File: src/rtl/core/qre_pkg.sv
// ----------------------------------------------------------------------------
// qre_pkg: shared types, constants and microcode for the residue enumerator
// Holds the control word layout, the sequencer program, and the structs that
// pass control and status between the sequencer, datapath and top level.
// ----------------------------------------------------------------------------
package qre_pkg;

   localparam int FIELD_WIDTH   = 16;
   localparam int MOD_WIDTH_DEF = 16;
   localparam int CSR_DATA_W    = 32;
   localparam int CSR_ADDR_W    = 3;
   localparam int K_W           = 4;
   localparam int PC_W          = 6;
   localparam int RF_DEPTH      = 9;
   localparam int RF_IDX_W      = 4;

   localparam logic OPC_START   = 1'b0;

   localparam logic CSR_MODULUS = 1'b0;
   localparam logic CSR_COEF_B  = 1'b1;

   localparam logic [FIELD_WIDTH-1:0] MODULUS_RESET = 16'd2;

   localparam logic [K_W-1:0] K_THREE   = 4'd3;
   localparam logic [K_W-1:0] K_SIX     = 4'd6;
   localparam logic [K_W-1:0] K_EIGHT   = 4'd8;
   localparam logic [K_W-1:0] K_TEN     = 4'd10;
   localparam logic [K_W-1:0] K_FIFTEEN = 4'd15;

   typedef enum logic [2:0] {
      OP_JUMP,
      OP_INCA,
      OP_MUL,
      OP_ADD,
      OP_SUB,
      OP_EMIT
   } uop_type;

   typedef enum logic [1:0] {
      CD_START,
      CD_DONE,
      CD_EXHAUST
   } cond_type;

   typedef enum logic [1:0] {
      XS_RF,
      XS_ONE,
      XS_A
   } xsrc_type;

   typedef enum logic [2:0] {
      YS_RF,
      YS_A,
      YS_CFGB,
      YS_CIN,
      YS_K
   } ysrc_type;

   // The first RF_DEPTH entries live in the register file; the three
   // residues are separate registers read by the result path.
   typedef enum logic [RF_IDX_W-1:0] {
      RF_B,
      RF_C,
      RF_SC,
      RF_A2,
      RF_A3,
      RF_A4,
      RF_A5,
      RF_T0,
      RF_T1,
      RF_R3,
      RF_R4,
      RF_R5
   } rf_idx_type;

   typedef enum logic [1:0] {
      EK_RESULT,
      EK_START,
      EK_EXH
   } emit_type;

   typedef struct packed {
      uop_type           op;
      cond_type          cond;
      logic [PC_W-1:0]   target;
      xsrc_type          xs;
      rf_idx_type        rx;
      ysrc_type          ys;
      rf_idx_type        ry;
      logic [K_W-1:0]    kval;
      logic              short_mul;
      rf_idx_type        dst;
      emit_type          ek;
   } ucode_type;

   typedef struct packed {
      ucode_type word;
      logic      exec;
      logic      mul_start;
      logic      mul_wb;
   } ctl_type;

   typedef struct packed {
      logic start_op;
      logic done;
      logic exhaust;
      logic mul_done;
   } flags_type;

   typedef struct packed {
      logic [FIELD_WIDTH-1:0] residue_three;
      logic [FIELD_WIDTH-1:0] residue_four;
      logic [FIELD_WIDTH-1:0] residue_five;
      logic [FIELD_WIDTH-1:0] counter_value;
      logic                   exhausted;
   } rsp_type;

   localparam logic [PC_W-1:0] PC_START = PC_W'(31);
   localparam logic [PC_W-1:0] PC_EXH   = PC_W'(33);

   function automatic ucode_type u_word(uop_type op);
      ucode_type w;
      w.op        = op;
      w.cond      = CD_START;
      w.target    = '0;
      w.xs        = XS_RF;
      w.rx        = RF_B;
      w.ys        = YS_RF;
      w.ry        = RF_B;
      w.kval      = '0;
      w.short_mul = 1'b0;
      w.dst       = RF_T0;
      w.ek        = EK_EXH;
      return w;
   endfunction

   function automatic ucode_type u_jmp(cond_type cond, logic [PC_W-1:0] target);
      ucode_type w;
      w        = u_word(OP_JUMP);
      w.cond   = cond;
      w.target = target;
      return w;
   endfunction

   function automatic ucode_type u_mul(xsrc_type xs, rf_idx_type rx, ysrc_type ys,
                                       rf_idx_type ry, logic [K_W-1:0] k,
                                       rf_idx_type dst);
      ucode_type w;
      w           = u_word(OP_MUL);
      w.xs        = xs;
      w.rx        = rx;
      w.ys        = ys;
      w.ry        = ry;
      w.kval      = k;
      w.short_mul = (ys == YS_K);
      w.dst       = dst;
      return w;
   endfunction

   function automatic ucode_type u_alu(uop_type op, rf_idx_type rx, rf_idx_type ry,
                                       rf_idx_type dst);
      ucode_type w;
      w     = u_word(op);
      w.rx  = rx;
      w.ry  = ry;
      w.dst = dst;
      return w;
   endfunction

   function automatic ucode_type u_emit(emit_type ek);
      ucode_type w;
      w    = u_word(OP_EMIT);
      w.ek = ek;
      return w;
   endfunction

   // Sequencer program. An advance computes powers of a, then the three
   // residues term by term; start reduces c; both exhaustion cases share
   // one final step.
   function automatic ucode_type ucode_rom(logic [PC_W-1:0] pc);
      ucode_type w;
      case (pc)
         PC_W'(0):  w = u_jmp(CD_START, PC_START);
         PC_W'(1):  w = u_jmp(CD_DONE, PC_EXH);
         PC_W'(2):  w = u_word(OP_INCA);
         PC_W'(3):  w = u_jmp(CD_EXHAUST, PC_EXH);
         PC_W'(4):  w = u_mul(XS_ONE, RF_B,  YS_CFGB, RF_B,  '0, RF_B);
         PC_W'(5):  w = u_mul(XS_ONE, RF_B,  YS_RF,   RF_SC, '0, RF_C);
         PC_W'(6):  w = u_mul(XS_A,   RF_B,  YS_A,    RF_B,  '0, RF_A2);
         PC_W'(7):  w = u_mul(XS_RF,  RF_A2, YS_A,    RF_B,  '0, RF_A3);
         PC_W'(8):  w = u_mul(XS_RF,  RF_A2, YS_RF,   RF_A2, '0, RF_A4);
         PC_W'(9):  w = u_mul(XS_RF,  RF_A4, YS_A,    RF_B,  '0, RF_A5);
         PC_W'(10): w = u_mul(XS_RF,  RF_A3, YS_K,    RF_B,  K_TEN, RF_T0);
         PC_W'(11): w = u_mul(XS_RF,  RF_C,  YS_K,    RF_B,  K_THREE, RF_T1);
         PC_W'(12): w = u_mul(XS_RF,  RF_T1, YS_A,    RF_B,  '0, RF_T1);
         PC_W'(13): w = u_alu(OP_ADD, RF_T0, RF_T1, RF_T0);
         PC_W'(14): w = u_mul(XS_RF,  RF_B,  YS_K,    RF_B,  K_SIX, RF_T1);
         PC_W'(15): w = u_mul(XS_RF,  RF_T1, YS_RF,   RF_A2, '0, RF_T1);
         PC_W'(16): w = u_alu(OP_SUB, RF_T0, RF_T1, RF_R3);
         PC_W'(17): w = u_mul(XS_RF,  RF_A4, YS_K,    RF_B,  K_FIFTEEN, RF_T0);
         PC_W'(18): w = u_mul(XS_RF,  RF_C,  YS_K,    RF_B,  K_THREE, RF_T1);
         PC_W'(19): w = u_mul(XS_RF,  RF_T1, YS_RF,   RF_A2, '0, RF_T1);
         PC_W'(20): w = u_alu(OP_ADD, RF_T0, RF_T1, RF_T0);
         PC_W'(21): w = u_mul(XS_RF,  RF_B,  YS_K,    RF_B,  K_EIGHT, RF_T1);
         PC_W'(22): w = u_mul(XS_RF,  RF_T1, YS_RF,   RF_A3, '0, RF_T1);
         PC_W'(23): w = u_alu(OP_SUB, RF_T0, RF_T1, RF_R4);
         PC_W'(24): w = u_mul(XS_RF,  RF_A5, YS_K,    RF_B,  K_SIX, RF_T0);
         PC_W'(25): w = u_mul(XS_RF,  RF_C,  YS_RF,   RF_A3, '0, RF_T1);
         PC_W'(26): w = u_alu(OP_ADD, RF_T0, RF_T1, RF_T0);
         PC_W'(27): w = u_mul(XS_RF,  RF_B,  YS_K,    RF_B,  K_THREE, RF_T1);
         PC_W'(28): w = u_mul(XS_RF,  RF_T1, YS_RF,   RF_A4, '0, RF_T1);
         PC_W'(29): w = u_alu(OP_SUB, RF_T0, RF_T1, RF_R5);
         PC_W'(30): w = u_emit(EK_RESULT);
         PC_W'(31): w = u_mul(XS_ONE, RF_B,  YS_CIN,  RF_B,  '0, RF_SC);
         PC_W'(32): w = u_emit(EK_START);
         PC_W'(33): w = u_emit(EK_EXH);
         default:   w = u_emit(EK_EXH);
      endcase
      return w;
   endfunction

endpackage

File: src/rtl/core/qre_modmul.sv
// ----------------------------------------------------------------------------
// qre_modmul: bit-serial modular multiplier
// Computes x*y mod p one bit of y per cycle, most significant bit first,
// with a doubling and an optional add, each followed by one reduction.
// ----------------------------------------------------------------------------
module qre_modmul #(
   parameter int MOD_WIDTH = qre_pkg::MOD_WIDTH_DEF,
   parameter int Y_WIDTH   = qre_pkg::FIELD_WIDTH
) (
   input  logic                 clock,
   input  logic                 reset,
   input  logic                 start,
   input  logic                 short_op,
   input  logic [MOD_WIDTH-1:0] x,
   input  logic [Y_WIDTH-1:0]   y,
   input  logic [MOD_WIDTH-1:0] modulus,
   output logic                 done,
   output logic [MOD_WIDTH-1:0] product
);
   import qre_pkg::*;

   localparam int CNT_W = $clog2(Y_WIDTH + 1);

   logic [MOD_WIDTH-1:0] acc_ff, acc_in;
   logic [MOD_WIDTH-1:0] x_ff;
   logic [Y_WIDTH-1:0]   y_ff;
   logic [CNT_W-1:0]     cnt_ff;
   logic                 busy_ff;
   logic                 done_ff;
   logic [MOD_WIDTH:0]   dbl, dbl_red, sum, sum_red;

   // Invariant: acc_ff and x_ff stay below the modulus, so one subtract
   // reduces each partial value.
   always_comb begin
      dbl     = {acc_ff, 1'b0};
      dbl_red = (dbl >= {1'b0, modulus}) ? dbl - {1'b0, modulus} : dbl;
      sum     = dbl_red + {1'b0, x_ff};
      sum_red = (sum >= {1'b0, modulus}) ? sum - {1'b0, modulus} : sum;
      acc_in  = y_ff[Y_WIDTH-1] ? sum_red[MOD_WIDTH-1:0] : dbl_red[MOD_WIDTH-1:0];
   end

   always_ff @(posedge clock) begin
      if (reset) begin
         busy_ff <= 1'b0;
         done_ff <= 1'b0;
      end else begin
         done_ff <= busy_ff && (cnt_ff == CNT_W'(1));
         if (start) begin
            busy_ff <= 1'b1;
         end else if (busy_ff && (cnt_ff == CNT_W'(1))) begin
            busy_ff <= 1'b0;
         end
      end
      if (start) begin
         acc_ff <= '0;
         x_ff   <= x;
         y_ff   <= short_op ? (y << (Y_WIDTH - K_W)) : y;
         cnt_ff <= short_op ? CNT_W'(K_W) : CNT_W'(Y_WIDTH);
      end else if (busy_ff) begin
         acc_ff <= acc_in;
         y_ff   <= y_ff << 1;
         cnt_ff <= cnt_ff - CNT_W'(1);
      end
   end

   assign done    = done_ff;
   assign product = acc_ff;

endmodule

File: src/rtl/core/qre_datapath.sv
// ----------------------------------------------------------------------------
// qre_datapath: operand store and arithmetic for the residue enumerator
// Register file, counter a, done flag, modular add/subtract and the shared
// modular multiplier, all steered by the current control word.
// ----------------------------------------------------------------------------
module qre_datapath #(
   parameter int MOD_WIDTH = qre_pkg::MOD_WIDTH_DEF
) (
   input  logic                             clock,
   input  logic                             reset,
   input  qre_pkg::ctl_type                 ctl,
   input  logic                             capture,
   input  logic                             req_opcode,
   input  logic [qre_pkg::FIELD_WIDTH-1:0]  req_coef_c,
   input  logic [MOD_WIDTH-1:0]             modulus,
   input  logic [MOD_WIDTH-1:0]             coef_b,
   output qre_pkg::flags_type               flags,
   output qre_pkg::rsp_type                 result
);
   import qre_pkg::*;

   localparam int Y_WIDTH = (MOD_WIDTH > FIELD_WIDTH) ? MOD_WIDTH : FIELD_WIDTH;

   logic                   opcode_ff;
   logic [FIELD_WIDTH-1:0] coef_c_ff;
   logic [MOD_WIDTH-1:0]   a_ff, a_in;
   logic                   done_ff, done_in;
   logic [MOD_WIDTH-1:0]   rf_mem [RF_DEPTH];
   logic [MOD_WIDTH-1:0]   rd_x_ff, rd_y_ff;
   logic [MOD_WIDTH-1:0]   r3_ff, r4_ff, r5_ff;

   logic [MOD_WIDTH-1:0]   x_op;
   logic [Y_WIDTH-1:0]     y_op;
   logic [MOD_WIDTH:0]     add_sum, add_red, sub_diff, sub_red;
   logic [MOD_WIDTH-1:0]   alu_res, mul_res, wr_data;
   logic                   wr_en, mul_done;

   always_comb begin
      case (ctl.word.xs)
         XS_ONE:  x_op = MOD_WIDTH'(1);
         XS_A:    x_op = a_ff;
         default: x_op = rd_x_ff;
      endcase
      case (ctl.word.ys)
         YS_A:    y_op = Y_WIDTH'(a_ff);
         YS_CFGB: y_op = Y_WIDTH'(coef_b);
         YS_CIN:  y_op = Y_WIDTH'(coef_c_ff);
         YS_K:    y_op = Y_WIDTH'(ctl.word.kval);
         default: y_op = Y_WIDTH'(rd_y_ff);
      endcase
   end

   // Both operands of an add or subtract are already reduced.
   always_comb begin
      add_sum  = {1'b0, rd_x_ff} + {1'b0, rd_y_ff};
      add_red  = (add_sum >= {1'b0, modulus}) ? add_sum - {1'b0, modulus} : add_sum;
      sub_diff = {1'b0, rd_x_ff} - {1'b0, rd_y_ff};
      sub_red  = sub_diff[MOD_WIDTH] ? sub_diff + {1'b0, modulus} : sub_diff;
      alu_res  = (ctl.word.op == OP_ADD) ? add_red[MOD_WIDTH-1:0] : sub_red[MOD_WIDTH-1:0];
      wr_en    = ctl.mul_wb ||
                 (ctl.exec && ((ctl.word.op == OP_ADD) || (ctl.word.op == OP_SUB)));
      wr_data  = ctl.mul_wb ? mul_res : alu_res;
   end

   qre_modmul #(
      .MOD_WIDTH (MOD_WIDTH),
      .Y_WIDTH   (Y_WIDTH)
   ) u_modmul (
      .clock    (clock),
      .reset    (reset),
      .start    (ctl.mul_start),
      .short_op (ctl.word.short_mul),
      .x        (x_op),
      .y        (y_op),
      .modulus  (modulus),
      .done     (mul_done),
      .product  (mul_res)
   );

   always_ff @(posedge clock) begin
      if (wr_en) begin
         case (ctl.word.dst)
            RF_R3:   r3_ff <= wr_data;
            RF_R4:   r4_ff <= wr_data;
            RF_R5:   r5_ff <= wr_data;
            default: rf_mem[ctl.word.dst] <= wr_data;
         endcase
      end
      rd_x_ff <= rf_mem[ctl.word.rx];
      rd_y_ff <= rf_mem[ctl.word.ry];
   end

   always_comb begin
      a_in    = a_ff;
      done_in = done_ff;
      if (ctl.exec) begin
         case (ctl.word.op)
            OP_INCA: a_in = a_ff + MOD_WIDTH'(1);
            OP_EMIT: begin
               if (ctl.word.ek == EK_START) begin
                  a_in    = '0;
                  done_in = 1'b0;
               end else if (ctl.word.ek == EK_EXH) begin
                  done_in = 1'b1;
               end
            end
            default: ;
         endcase
      end
   end

   always_ff @(posedge clock) begin
      if (reset) begin
         a_ff    <= '0;
         done_ff <= 1'b1;
      end else begin
         a_ff    <= a_in;
         done_ff <= done_in;
      end
      if (capture) begin
         opcode_ff <= req_opcode;
         coef_c_ff <= req_coef_c;
      end
   end

   always_comb begin
      flags.start_op = (opcode_ff == OPC_START);
      flags.done     = done_ff;
      flags.exhaust  = (a_ff >= modulus) || (a_ff == '0);
      flags.mul_done = mul_done;
   end

   always_comb begin
      result = '0;
      case (ctl.word.ek)
         EK_RESULT: begin
            result.residue_three = FIELD_WIDTH'(r3_ff);
            result.residue_four  = FIELD_WIDTH'(r4_ff);
            result.residue_five  = FIELD_WIDTH'(r5_ff);
            result.counter_value = FIELD_WIDTH'(a_ff);
         end
         EK_START: ;
         default: begin
            result.counter_value = FIELD_WIDTH'(a_ff);
            result.exhausted     = 1'b1;
         end
      endcase
   end

endmodule

File: src/rtl/core/qre_sequencer.sv
// ----------------------------------------------------------------------------
// qre_sequencer: microcode step counter and control
// Fetches one control word per step from the program table, takes the
// conditional jumps, and waits on the multiplier and the result register.
// ----------------------------------------------------------------------------
module qre_sequencer (
   input  logic               clock,
   input  logic               reset,
   input  logic               go,
   input  qre_pkg::flags_type flags,
   input  logic               out_free,
   output qre_pkg::ctl_type   ctl,
   output logic               idle
);
   import qre_pkg::*;

   typedef enum logic [1:0] {
      SQ_IDLE,
      SQ_FETCH,
      SQ_EXEC,
      SQ_WAIT
   } sq_state_type;

   sq_state_type      state_ff, state_in;
   logic [PC_W-1:0]   pc_ff, pc_in;
   ucode_type         word;
   logic              cond_hit;

   assign word = ucode_rom(pc_ff);

   always_comb begin
      case (word.cond)
         CD_START:   cond_hit = flags.start_op;
         CD_DONE:    cond_hit = flags.done;
         CD_EXHAUST: cond_hit = flags.exhaust;
         default:    cond_hit = 1'b0;
      endcase
   end

   // The fetch phase lets the register file read settle into its output
   // registers; jumps resolve there and need no execute phase.
   always_comb begin
      state_in = state_ff;
      pc_in    = pc_ff;
      case (state_ff)
         SQ_IDLE: begin
            if (go) begin
               state_in = SQ_FETCH;
               pc_in    = '0;
            end
         end
         SQ_FETCH: begin
            if (word.op == OP_JUMP) begin
               pc_in = cond_hit ? word.target : pc_ff + PC_W'(1);
            end else begin
               state_in = SQ_EXEC;
            end
         end
         SQ_EXEC: begin
            case (word.op)
               OP_MUL: state_in = SQ_WAIT;
               OP_EMIT: begin
                  if (out_free) begin
                     state_in = SQ_IDLE;
                  end
               end
               default: begin
                  state_in = SQ_FETCH;
                  pc_in    = pc_ff + PC_W'(1);
               end
            endcase
         end
         SQ_WAIT: begin
            if (flags.mul_done) begin
               state_in = SQ_FETCH;
               pc_in    = pc_ff + PC_W'(1);
            end
         end
         default: state_in = SQ_IDLE;
      endcase
   end

   always_ff @(posedge clock) begin
      if (reset) begin
         state_ff <= SQ_IDLE;
         pc_ff    <= '0;
      end else begin
         state_ff <= state_in;
         pc_ff    <= pc_in;
      end
   end

   always_comb begin
      ctl.word      = word;
      ctl.exec      = (state_ff == SQ_EXEC) && ((word.op != OP_EMIT) || out_free);
      ctl.mul_start = (state_ff == SQ_EXEC) && (word.op == OP_MUL);
      ctl.mul_wb    = (state_ff == SQ_WAIT) && flags.mul_done;
   end

   assign idle = (state_ff == SQ_IDLE);

endmodule

File: src/rtl/core/quintic_residue_enumerator.sv
// ----------------------------------------------------------------------------
// quintic_residue_enumerator: counter enumeration with three residues mod p
// Steps a counter a through 0..p-1 and returns 10a^3-6ba^2+3ca,
// 15a^4-8ba^3+3ca^2 and 6a^5-3ba^4+ca^3 reduced modulo p for each a.
// ----------------------------------------------------------------------------
//
//  Channel   Direction  Handshake            Carries
//  req_      in         req_valid/req_ready  opcode (start or advance), coef_c
//  rsp_      out        rsp_valid/rsp_ready  three residues, counter, exhausted
//  CSR       in/out     psel/penable/pready  modulus at 0x0, coef_b at 0x4
//
// One request is worked on at a time by a microcoded sequencer; the shared
// bit-serial modular multiplier sets the pace. An advance that computes
// residues performs twelve full-width and eight 4-bit constant
// multiplications.
// Reset clears the sequencer, the counter and coef_b and sets the modulus to two;
// the enumeration reads as exhausted until the first start request.
// A new request is taken as soon as the sequencer is idle, even while the
// previous result still waits in the output register; a stalled result only
// holds the sequencer at its final step.
//
module quintic_residue_enumerator #(
   parameter int MOD_WIDTH = qre_pkg::MOD_WIDTH_DEF
) (
   input  logic                             clock,
   input  logic                             reset,

   input  logic                             req_valid,
   output logic                             req_ready,
   input  logic                             req_opcode,
   input  logic [qre_pkg::FIELD_WIDTH-1:0]  req_coef_c,

   output logic                             rsp_valid,
   input  logic                             rsp_ready,
   output logic [qre_pkg::FIELD_WIDTH-1:0]  rsp_residue_three,
   output logic [qre_pkg::FIELD_WIDTH-1:0]  rsp_residue_four,
   output logic [qre_pkg::FIELD_WIDTH-1:0]  rsp_residue_five,
   output logic [qre_pkg::FIELD_WIDTH-1:0]  rsp_counter_value,
   output logic                             rsp_exhausted,

   input  logic                             psel,
   input  logic                             penable,
   input  logic                             pwrite,
   input  logic [qre_pkg::CSR_ADDR_W-1:0]   paddr,
   input  logic [qre_pkg::CSR_DATA_W-1:0]   pwdata,
   output logic [qre_pkg::CSR_DATA_W-1:0]   prdata,
   output logic                             pready
);
   import qre_pkg::*;

   logic [FIELD_WIDTH-1:0] modulus_ff;
   logic [FIELD_WIDTH-1:0] coef_b_ff;
   logic [MOD_WIDTH-1:0]   mod_trunc, mod_eff;
   logic                   csr_write;

   ctl_type                ctl;
   flags_type              flags;
   rsp_type                dp_result;
   logic                   seq_idle;
   logic                   req_take;
   logic                   out_free;
   logic                   rsp_load;

   logic                   rsp_valid_ff, rsp_valid_in;
   rsp_type                rsp_ff;

   // ------------------------------------------------------------------
   // Configuration registers. Only the register-select bit of the address
   // is decoded. A modulus below two behaves as two.
   // ------------------------------------------------------------------
   assign pready    = 1'b1;
   assign csr_write = psel && penable && pwrite && pready;

   always_ff @(posedge clock) begin
      if (reset) begin
         modulus_ff <= MODULUS_RESET;
         coef_b_ff  <= '0;
      end else if (csr_write) begin
         case (paddr[CSR_ADDR_W-1])
            CSR_MODULUS: modulus_ff <= pwdata[FIELD_WIDTH-1:0];
            CSR_COEF_B:  coef_b_ff  <= pwdata[FIELD_WIDTH-1:0];
            default:     ;
         endcase
      end
   end

   always_comb begin
      case (paddr[CSR_ADDR_W-1])
         CSR_MODULUS: prdata = CSR_DATA_W'(modulus_ff);
         default:     prdata = CSR_DATA_W'(coef_b_ff);
      endcase
   end

   assign mod_trunc = MOD_WIDTH'(modulus_ff);
   assign mod_eff   = (mod_trunc < MOD_WIDTH'(2)) ? MOD_WIDTH'(2) : mod_trunc;

   // ------------------------------------------------------------------
   // Sequencer and datapath. The request payload is captured on accept so
   // the sender may move on at once.
   // ------------------------------------------------------------------
   assign req_ready = seq_idle;
   assign req_take  = req_valid && req_ready;

   qre_sequencer u_sequencer (
      .clock    (clock),
      .reset    (reset),
      .go       (req_take),
      .flags    (flags),
      .out_free (out_free),
      .ctl      (ctl),
      .idle     (seq_idle)
   );

   qre_datapath #(
      .MOD_WIDTH (MOD_WIDTH)
   ) u_datapath (
      .clock      (clock),
      .reset      (reset),
      .ctl        (ctl),
      .capture    (req_take),
      .req_opcode (req_opcode),
      .req_coef_c (req_coef_c),
      .modulus    (mod_eff),
      .coef_b     (MOD_WIDTH'(coef_b_ff)),
      .flags      (flags),
      .result     (dp_result)
   );

   // ------------------------------------------------------------------
   // Output register. The final program step loads it when it is empty or
   // being emptied in the same cycle, so a stalled consumer costs no more
   // than the stall itself.
   // ------------------------------------------------------------------
   assign out_free     = !rsp_valid_ff || rsp_ready;
   assign rsp_load     = ctl.exec && (ctl.word.op == OP_EMIT);
   assign rsp_valid_in = rsp_load || (rsp_valid_ff && !rsp_ready);

   always_ff @(posedge clock) begin
      if (reset) begin
         rsp_valid_ff <= 1'b0;
      end else begin
         rsp_valid_ff <= rsp_valid_in;
      end
      if (rsp_load) begin
         rsp_ff <= dp_result;
      end
   end

   assign rsp_valid         = rsp_valid_ff;
   assign rsp_residue_three = rsp_ff.residue_three;
   assign rsp_residue_four  = rsp_ff.residue_four;
   assign rsp_residue_five  = rsp_ff.residue_five;
   assign rsp_counter_value = rsp_ff.counter_value;
   assign rsp_exhausted     = rsp_ff.exhausted;

   // ------------------------------------------------------------------
   // Assertions
   // ------------------------------------------------------------------

   // An accepted request always takes the sequencer out of idle in the next cycle.
   a_accept_leaves_idle : assert property (@(posedge clock) disable iff (reset)
      req_valid && req_ready |=> !req_ready)
      else $error("sequencer stayed idle after accepting a request");

   // The sequencer only becomes busy because a request was accepted.
   a_busy_needs_request : assert property (@(posedge clock) disable iff (reset)
      !req_ready && $past(req_ready) |-> $past(req_valid))
      else $error("sequencer started without an accepted request");

   // An exhausted result carries zero residues.
   a_exhausted_zero : assert property (@(posedge clock) disable iff (reset)
      rsp_valid && rsp_exhausted |->
         (rsp_residue_three == '0) && (rsp_residue_four == '0) &&
         (rsp_residue_five == '0))
      else $error("exhausted result with nonzero residues");

endmodule

File: config.mk
export PLATFORM = sky130hd
export DESIGN_NAME = quintic_residue_enumerator
export DESIGN_NICKNAME = d
export VERILOG_FILES = /design/src/rtl/core/qre_pkg.sv /design/src/rtl/core/qre_modmul.sv /design/src/rtl/core/qre_datapath.sv /design/src/rtl/core/qre_sequencer.sv /design/src/rtl/core/quintic_residue_enumerator.sv
export SDC_FILE = /design/constraint.sdc
export NUM_CORES = 1
export LEC_CHECK = 0
export BUFFER_PORTS_ARGS = -buffer_cell sky130_fd_sc_hd__buf_2
export CAP_MARGIN = 15
export CORE_ASPECT_RATIO = 1.2
export CORE_MARGIN = 8
export CORE_UTILIZATION = 25
export CTS_BUF_LIST = sky130_fd_sc_hd__clkbuf_8 sky130_fd_sc_hd__clkbuf_16
export DETAILED_ROUTE_END_ITERATION = 10
export PLACE_DENSITY = 0.49
export SLEW_MARGIN = 0
export SYNTH_ARGS = -nofsm -noshare
export SYNTH_HDL_FRONTEND = slang
export SYNTH_HIERARCHICAL = 1
export SYNTH_SLANG_ARGS = --single-unit
File: constraint.sdc
create_clock -name clock -period 17.02 [get_ports clock]
set_input_delay 0.851 -clock clock [delete_from_list [all_inputs] [get_ports clock]]
set_output_delay 0.851 -clock clock [all_outputs]
set_load 0.005 [all_outputs]
======== Word-level counts from Yosys, hierarchy flattened ========
Memories as Yosys holds them, arrays and structs flattened. A register that Yosys moved wholly into a read port is not among the register bits.
Cells that the tools add are included.
operators by class
  add/sub/neg operators ................... 10
  order comparisons ....................... 5
  equal/unequal tests ..................... 29
  mux-type cells .......................... 42
  bitwise logic cells ..................... 2
  reduce and logical (&&, ||, !) cells .... 39
operators with widths
  cell                     count
  $mux W16                 12
  $pmux W16 S2             2
  $pmux W16 S4             1
  $ge A17 B16 Y1           3
  $mux W6                  7
  $sub A16 B16 Y16         2
  $pmux W6 S4              1
  $add A16 B16 Y17         1
  $add A17 B16 Y17         1
  $mux W17                 1
  $sub A16 B16 Y17         1
  $sub A17 B16 Y17         1
  $add A16 B1 Y16 const B  1
  $add A16 B16 Y16         1
  $ge A16 B16 Y1           1
  $logic_not A16 Y1        1
  $lt A16 B2 Y1 const B    1
  $mux W5                  3
  $eq A3 B2 Y1 const B     4
  $eq A4 B4 Y1 const B     3
  $reduce_and A2 Y1        6
  $eq A2 B2 Y1 const B     5
  $logic_and A1 B1 Y1      10
  $eq A3 B3 Y1 const B     3
  other kinds (24)         55
storage, ports and cells
  register bits after elaboration ......... 243
  memory bits (writable) .................. 144
  bits in read-only memories .............. 2240
  input port bits ......................... 59
  output and inout bits ................... 100
  word-level logic and storage cells ...... 152
  memories kept ........................... 2
memory list
  name               depth  bits a word  read ports  clocked after Yosys merged registers in  write ports  RTL line            source
  (no name shown)    64     35           1           1                                        0            qre_pkg.sv:182      case (pc)
  u_datapath.rf_mem  9      16           2           2                                        1            qre_datapath.sv:28  logic [MOD_WIDTH-1:0] rf_mem [RF_DEPTH];

======== Depth between registers and ports, before layout ========
Gate-level depths: netlist of the first run.
  depth in word-level cells ............... 10
  gate-level depth with buffers ........... 33

======== By module ========
The synthesis of the first run kept the hierarchy.
by module, submodules not included
  module                      instances  cells an instance  area an instance (um^2)
  qre_datapath                1          1332               15283.4
  qre_modmul                  1          528                4818.4
  quintic_residue_enumerator  1          255                3788.6
  qre_sequencer               1          292                2477.4

======== Worst setup path after synthesis of the first run ========
Ideal clock, no wire load.
  kind .................................... register to register
  start point ............................. register modulus_ff[7] (netlist: mod_trunc[7])
  end point ............................... register u_datapath.u_modmul.acc_ff[10] (netlist: u_datapath/u_modmul/product[10])
  setup time .............................. 0.137 ns
  data arrival time ....................... 6.284 ns
  required time ........................... 16.883 ns
  slack ................................... 10.599 ns
  cell stages (with the launch flop) ...... 32
  buffers on the path ..................... 3
  clock period less this slack ............ 6.421 ns
  cell sequence ........................... dfxtp_1 nor4_1 a41o_1 inv_1 ha_1 nor2b_1 o31a_1 o211ai_1 a21oi_1 nor2_1 buf_2 buf_2 o21ai_0 ha_1 o21a_1 o2bb2ai_1 nor2_1 and2_1 o21ai_0 nand2b_1 xor2_1 ha_1 and4_1 nand2_1 nor2_1 a211oi_1 a31o_2 or3b_4 mux2i_4 buf_6 mux2i_1 a211oi_1
between the ends
  longest elaborated chain between the ends .. 8
  elaborated cells between the ends (all ways) .. 10
  those cells by class .................... add/sub (3); order compare (3); mux (4)
ends and longest elaborated chain
  element                                                    RTL line                          source
  start, declared                                            quintic_residue_enumerator.sv:51  logic [FIELD_WIDTH-1:0] modulus_ff;
  start signal, assigned                                     quintic_residue_enumerator.sv:80  CSR_MODULUS: modulus_ff <= pwdata[FIELD_WIDTH-1:0];
  $lt A16 B2 Y1 (*)                                          quintic_residue_enumerator.sv:95  assign mod_eff = (mod_trunc < MOD_WIDTH'(2)) ? MOD_WIDTH'(2) : mod_trunc;
  $mux W16 (*)                                               quintic_residue_enumerator.sv:95
  named net mod_eff[1]                                       quintic_residue_enumerator.sv:53  logic [MOD_WIDTH-1:0] mod_trunc, mod_eff;
  $sub A17 B16 Y17 / $ge A17 B16 Y1 (equally long branches)  qre_modmul.sv:36                  dbl_red = (dbl >= {1'b0, modulus}) ? dbl - {1'b0, modulus} : dbl;
  $mux W17                                                   qre_modmul.sv:36
  $add A17 B16 Y17                                           qre_modmul.sv:37                  sum = dbl_red + {1'b0, x_ff};
  $sub A16 B16 Y16 / $ge A17 B16 Y1 (equally long branches)  qre_modmul.sv:38                  sum_red = (sum >= {1'b0, modulus}) ? sum - {1'b0, modulus} : sum;
  $mux W16                                                   qre_modmul.sv:38
  $mux W16 (*)                                               qre_modmul.sv:39                  acc_in = y_ff[Y_WIDTH-1] ? sum_red[MOD_WIDTH-1:0] : dbl_red[MOD_WIDTH-1:0];
  end signal, assigned                                       qre_modmul.sv:60                  acc_ff <= acc_in;
  end, declared                                              qre_modmul.sv:24                  logic [MOD_WIDTH-1:0] acc_ff, acc_in;
Mark *: on every way through the listed nets, which the timed path passes. The rest lies on a longest branch.
A chain may end at the register's enable or synchronous reset.

======== Worst setup path in the final report of the first run ========
  start point ............................. register modulus_ff[3] (netlist: mod_trunc[3])
  end point ............................... register u_datapath.u_modmul.acc_ff[7] (netlist: u_datapath/u_modmul/product[7])
Same word-level chain as after synthesis.

==> results of run 1 <==
-- metrics by stage --
step	cell area, sq um	total power [uW]
2_1_floorplan	26400	2761
3_3_place_gp	28430	3301
3_5_place_dp	28430	3301
4_1_cts	30060	4388
5_1_grt	30080	4610
6_report	30080	4360
-- worst register-to-register path, stage by stage (launching register included) --
cell and delay (ns):
dfxtp_1 0.46, nor4_1 0.42, a41o_1 0.48, inv_1 0.24, ha_1 0.35, nor2b_1 0.14, o31a_1 0.28, o211ai_1 0.34
a21oi_1 0.17, nor2_1 0.32, buf_4 0.33, mux2_2 0.42, ha_1 0.27, a21oi_1 0.21, o211ai_1 0.20, a31oi_1 0.31
o21bai_1 0.14, a221o_1 0.37, xor2_1 0.24, ha_1 0.33, nand2_1 0.15, nor2_1 0.06, a211oi_1 0.30, a31o_2 0.23
or3b_4 0.38, mux2i_4 0.69, mux2i_1 0.20, a2111oi_2 0.38
-- cell type report --
cell class / instances / area, sq um
Clock buffer: 54 / 1340
Multi-Input combinational cell: 1693 / 13090
Inverter: 124 / 465.4
Timing Repair Buffer: 179 / 1042
Fill cell: 10801 / 74510
Tap cell: 1386 / 1734
Sequential cell: 450 / 12130
Clock inverter: 40 / 284.0
-- worst min-delay path by stage --
stage,end,cells after the start,startpoint,slack [ns]
2_1_floorplan,u_datapath/done_ff,1,u_datapath/done_ff,0.44
3_3_place_gp,u_datapath/rd_y_ff[7],2,u_datapath/rf_mem[8][7],0.46
3_5_place_dp,u_datapath/rd_y_ff[2],2,u_datapath/rf_mem[8][2],0.46
4_1_cts,u_datapath/coef_c_ff[7],1,req_coef_c[7],0.39
5_1_grt,u_datapath/coef_c_ff[7],1,req_coef_c[7],0.40
6_report,u_datapath/coef_c_ff[1],1,req_coef_c[1],0.43
-- layer usage --
layer,global-route usage,vias up,share of wire
met2,0.2351,449,0.49
li1,-,9099,-
met4,0.05832,0,0.046
met5,0,-,0
met1,0.1609,9304,0.42
met3,0.02123,117,0.042
-- where the power goes --
part           switching (uW)  total (uW)  internal [uW]
Combinational            1130        1840            711
Clock                     467        1070            602
Sequential               54.2        1450           1390
Total                    1660        4360           2710
-- sequential cells by signal, indices dropped and copies added (netlist names), 2 cells and up --
| register | cells |
|---|---|
| u_datapath/rd_x_ff | 16 |
| rsp_counter_value | 16 |
| u_datapath/u_modmul/product | 16 |
| u_datapath/rf_mem | 144 |
| rsp_residue_three | 16 |
| u_datapath/u_modmul/cnt_ff | 5 |
| mod_trunc | 16 |
| u_datapath/u_modmul/y_ff | 16 |
| u_datapath/rd_y_ff | 16 |
| u_sequencer/state_ff | 2 |
| u_sequencer/word | 31 |
| u_datapath/r5_ff | 16 |
| rsp_residue_five | 16 |
| coef_b_ff | 16 |
| u_datapath/a_ff | 16 |
| u_datapath/r3_ff | 16 |
| u_sequencer/pc_ff | 6 |
| u_datapath/coef_c_ff | 16 |
| rsp_residue_four | 16 |
| u_datapath/u_modmul/x_ff | 16 |
| u_datapath/r4_ff | 16 |
==> flow_metrics.py, run 1 <==
metrics = {
    "outcome": {
        "status": "finished, final reports clean",
    },
    "worst_setup_path": {
        "critical_path.top_delay_family": "compound AO/OA/AOI/OAI gates",
        "reg2reg_from": "mod_trunc[3]",
        "cp.arrival_ns": 9.00,
        "cp.depth": 27,
        "critPathRequiredTime_ns": 17.53,
        "r2r_cells": 27,
        "critPathBufInv": 2,
        "path_common_cell": "ha_1",
        "rrSetupSlack_ns": 8.53,
        "max_stage_delay_ns": 0.69,
        "endpoint_kind": "register",
        "reg2reg_to": "u_datapath/u_modmul/product[7]",
        "crit_slowest_cell": "mux2i_4",
        "worst-path-max-fanout": 26,
        "crit_path_start_kind": "register",
        "path_class": "reg2reg",
        "cp-endpoint": "u_datapath/u_modmul/product[7]",
        "startpoint": "mod_trunc[3]",
    },
    "timing": {
        "hold_viol": 0,
        "fin_crit_sh": 0.4988,
        "fin_crit_ns": 8.489,
        "fmax_mhz": 117.8,
        "whs_ns": 0.4293,
        "fin_tns_setup_ns": 0,
        "worst_pin_slew_ns": 1.179,
        "fin_skew_ns": 0.02857,
        "setup_ws_ns": 8.531,
        "rsz0062_at_grt": "false",
        "slew_headroom": 0.2124,
        "setup_viol": 0,
        "slew_violations": 0,
    },
    "detailed_routing": {
        "routed_via_density": 4.832,
        "avgRoutedWirePerCell_microns": 20.59,
        "drtIter0Drc": 1322,
        "drt_wl_total_microns": 80850,
        "first_pass_iters": 6,
        "ant_nets": 0,
        "vias": 18969,
        "drc": 0,
    },
    "placement": {
        "dp_cells": 3830,
        "numPortBuffers": 123,
        "hpwlAfterDp_microns": 61550,
        "gp_congestion": 0.9231,
        "pre_cts_ws_ns": 8.404,
    },
    "yosys": {
        "syn-instance-count": 2404,
        "synth-warning-count": 6,
        "synthesis.area_sq_um": 26350,
        "syn_area_per_cell_sq_um": 10.96,
    },
    "finish": {
        "antennaDiodeCount": 0,
        "final_cell_mix": "edfxtp_1 (311), nand2_1 (177), ha_1 (148)",
        "area_delta_synth_final_pct": 14.17,
        "instances_no_fill": 3926,
        "postLayoutCoreUtil": 0.2876,
        "final_common_cell": "edfxtp_1",
        "final_nets": 2712,
        "drive_gt1_frac": 0.1626,
    },
    "power_and_ir_drop": {
        "p_leak_uw": 0.01087,
        "vdd_drop_max_mv": 0.08237,
        "power_density_nw_per_um2": 145.0,
    },
    "clock_tree": {
        "ctsHoldBuffers": 0,
        "clk_pin_slew_worst_paths_ns": 0.06,
        "root_buffer": "clkbuf_16",
        "clkSinkCount": 450,
        "cts_setup_buffers": 0,
        "cts_tree": "built",
        "cts_resized": 0,
        "htreeDepth": 2,
        "numCtsBuffers": 50,
        "clk_path_buf_depth": 3,
        "clkLatencyLatePin_ns": 0.62,
    },
    "run": {
        "maxCapViolations": 0,
    },
    "grt": {
        "overflow": 0,
        "first_global_vias": 19145,
        "grt_pass1_wl_microns": 120700,
        "grt_max_degree": 62,
        "antenna_found_initial": 0,
        "grt_usage": 0.1338,
    },
    "die": {
        "die_y_microns": 371.6,
        "boundaryPins": 159,
        "core_area_sq_um": 104600,
        "die_area_sq_um": 116100,
        "rows": 130,
        "die_width_microns": 312.3,
        "floorplan.initialDensity": 0.2519,
    },
    "min_path": {
        "hp-class": "in2reg",
    },
}
Note: power is estimated with default switching activity, not from simulation.
==> run 2: changes to the inputs <==
- ABC_AREA: unset -> 1
- PLACE_DENSITY: 0.49 -> 0.5
- clock period: 17.02 -> 7.24 ns (I/O delays scaled with it)
==> flow_metrics.py, run 2 <==
metrics = {
    "outcome": {
        "status": "finished, final reports clean",
    },
    "clock_tree": {
        "htreeDepth": 2,
        "clkLatencyLatePin_ns": 0.64,
        "clkSinkCount": 450,
        "clk_pin_slew_worst_paths_ns": 0.06,
        "root_buffer": "clkbuf_16",
        "clk_path_buf_depth": 3,
        "numCtsBuffers": 49,
        "cts_setup_buffers": 0,
        "cts_tree": "built",
    },
    "yosys": {
        "synth-warning-count": 6,
        "synthesis.area_sq_um": 28110,
        "syn_area_per_cell_sq_um": 7.802,
        "syn-instance-count": 3603,
    },
    "grt": {
        "antenna_found_initial": 0,
        "grt_max_degree": 113,
        "grt_usage": 0.1515,
        "grt_pass1_wl_microns": 143900,
        "first_global_vias": 23461,
        "overflow": 0,
    },
    "timing": {
        "hold_viol": 0,
        "slew_violations": 0,
        "fmax_mhz": 164.7,
        "worst_pin_slew_ns": 1.063,
        "rsz0062_at_grt": "false",
        "slew_headroom": 0.2912,
        "fin_crit_sh": 0.8388,
        "fin_tns_setup_ns": 0,
        "setup_viol": 0,
        "fin_crit_ns": 6.073,
        "setup_ws_ns": 1.167,
        "fin_skew_ns": 0.03669,
    },
    "die": {
        "core_area_sq_um": 111300,
        "floorplan.initialDensity": 0.2525,
        "boundaryPins": 159,
        "die_width_microns": 322.1,
        "rows": 134,
        "die_y_microns": 383.3,
        "die_area_sq_um": 123500,
    },
    "detailed_routing": {
        "ant_nets": 0,
        "routed_via_density": 4.566,
        "drtIter0Drc": 1725,
        "avgRoutedWirePerCell_microns": 18.42,
        "drc": 0,
        "vias": 23925,
        "first_pass_iters": 6,
        "drt_wl_total_microns": 96520,
    },
    "placement": {
        "numPortBuffers": 123,
        "dp_cells": 5128,
        "hpwlAfterDp_microns": 71890,
        "gp_congestion": 0.9367,
        "pre_cts_ws_ns": 1.067,
    },
    "worst_setup_path": {
        "endpoint_kind": "register",
        "critPathRequiredTime_ns": 7.79,
        "path_common_cell": "nand2_1",
        "worst-path-max-fanout": 16,
        "max_stage_delay_ns": 0.43,
        "reg2reg_from": "mod_trunc[12]",
        "cp.arrival_ns": 6.62,
        "path_class": "reg2reg",
        "reg2reg_to": "u_datapath/u_modmul/product[14]",
        "rrSetupSlack_ns": 1.17,
        "crit_slowest_cell": "fa_1",
        "crit_path_start_kind": "register",
        "r2r_cells": 37,
    },
    "power_and_ir_drop": {
        "vdd_drop_max_mv": 0.5100,
        "p_leak_uw": 0.01468,
        "power_density_nw_per_um2": 450.1,
        "power_uw": 14390,
    },
    "finish": {
        "area_delta_synth_final_pct": 13.73,
        "final_nets": 3917,
        "top_register": "u_datapath/rf_mem",
        "antennaDiodeCount": 0,
        "largest_reg_flops": 144,
        "drive_gt1_frac": 0.1036,
        "final_common_cell": "nand2_1",
        "instances_no_fill": 5240,
        "final_cell_mix": "nand2_1 (950), inv_1 (542), edfxtp_1 (311)",
    },
    "run": {
        "maxCapViolations": 0,
    },
    "min_path": {
        "worstHoldStart": "pwdata[0]",
        "hold_depth": 5,
        "hp-class": "in2reg",
        "min_to": "mod_trunc[0]",
    },
}
run 2: worst max-delay path by stage:
stage / start / endpoint / slack [ns] / depth (start not counted)
6_report: mod_trunc[12] / u_datapath/u_modmul/product[14] / 1.17 / 37
5_1_grt: mod_trunc[1] / u_datapath/u_modmul/product[7] / 0.50 / 37
4_1_cts: mod_trunc[12] / u_datapath/u_modmul/product[14] / 1.04 / 37
3_5_place_dp: mod_trunc[12] / u_datapath/u_modmul/product[13] / 1.07 / 38
3_3_place_gp: mod_trunc[12] / u_datapath/u_modmul/product[13] / 1.03 / 37
2_1_floorplan: mod_trunc[2] / u_datapath/u_modmul/product[12] / 2.00 / 39
run 2: critical path: cells and delay by family, from the launching register on:
kind,cells,cell delay (ns)
AND/OR/NAND/NOR,19,2.41
adder cells (fa/ha/maj),5,1.48
XOR/XNOR,1,0.25
flip-flops,1,0.31
AO/OA/AOI/OAI,6,0.96
buffers and inverters,6,0.55
run 2: timing repair:
action,CTS,global route
endpoints found under the hold margin,18,0
resized for setup,0,0
hold buffers,18,0
run 2: cell type report:
| cell class | count | area, sq um |
|---|---|---|
| clock buffers | 52 | 1267 |
| clock inverters | 40 | 260.3 |
| fillers | 12113 | 79360 |
| inverters | 553 | 2082 |
| multi-input cells | 2453 | 13130 |
| flip-flops and latches | 450 | 12130 |
| well taps | 1496 | 1872 |
| repair buffers | 196 | 1229 |
run 2: metal layers:
metal,vias up,routed length (microns),track usage
met3,179,4108,0.01632
met5,-,0,0
met1,11183,39040,0.1778
met4,0,6322,0.08852
li1,11964,-,-
met2,599,47060,0.2662
run 2: report_power, final:
part           total, uW  leakage (uW)  switching, uW  internal (uW)
Combinational       8570       0.00979           5780           2790
Clock               2430      0.000812           1110           1310
Sequential          3400       0.00408            188           3210
run 2: through the flow:
step / hold WS, ns / cell area, sq um / util
2_1_floorplan: 0.4311 / 28170 / -
3_3_place_gp: 0.4636 / 30230 / 0.2715
3_5_place_dp: 0.4736 / 30230 / 0.2715
4_1_cts: 0.01528 / 31940 / 0.2869
5_1_grt: 0.07684 / 31970 / 0.2872
6_report: 0.04866 / 31970 / 0.2872
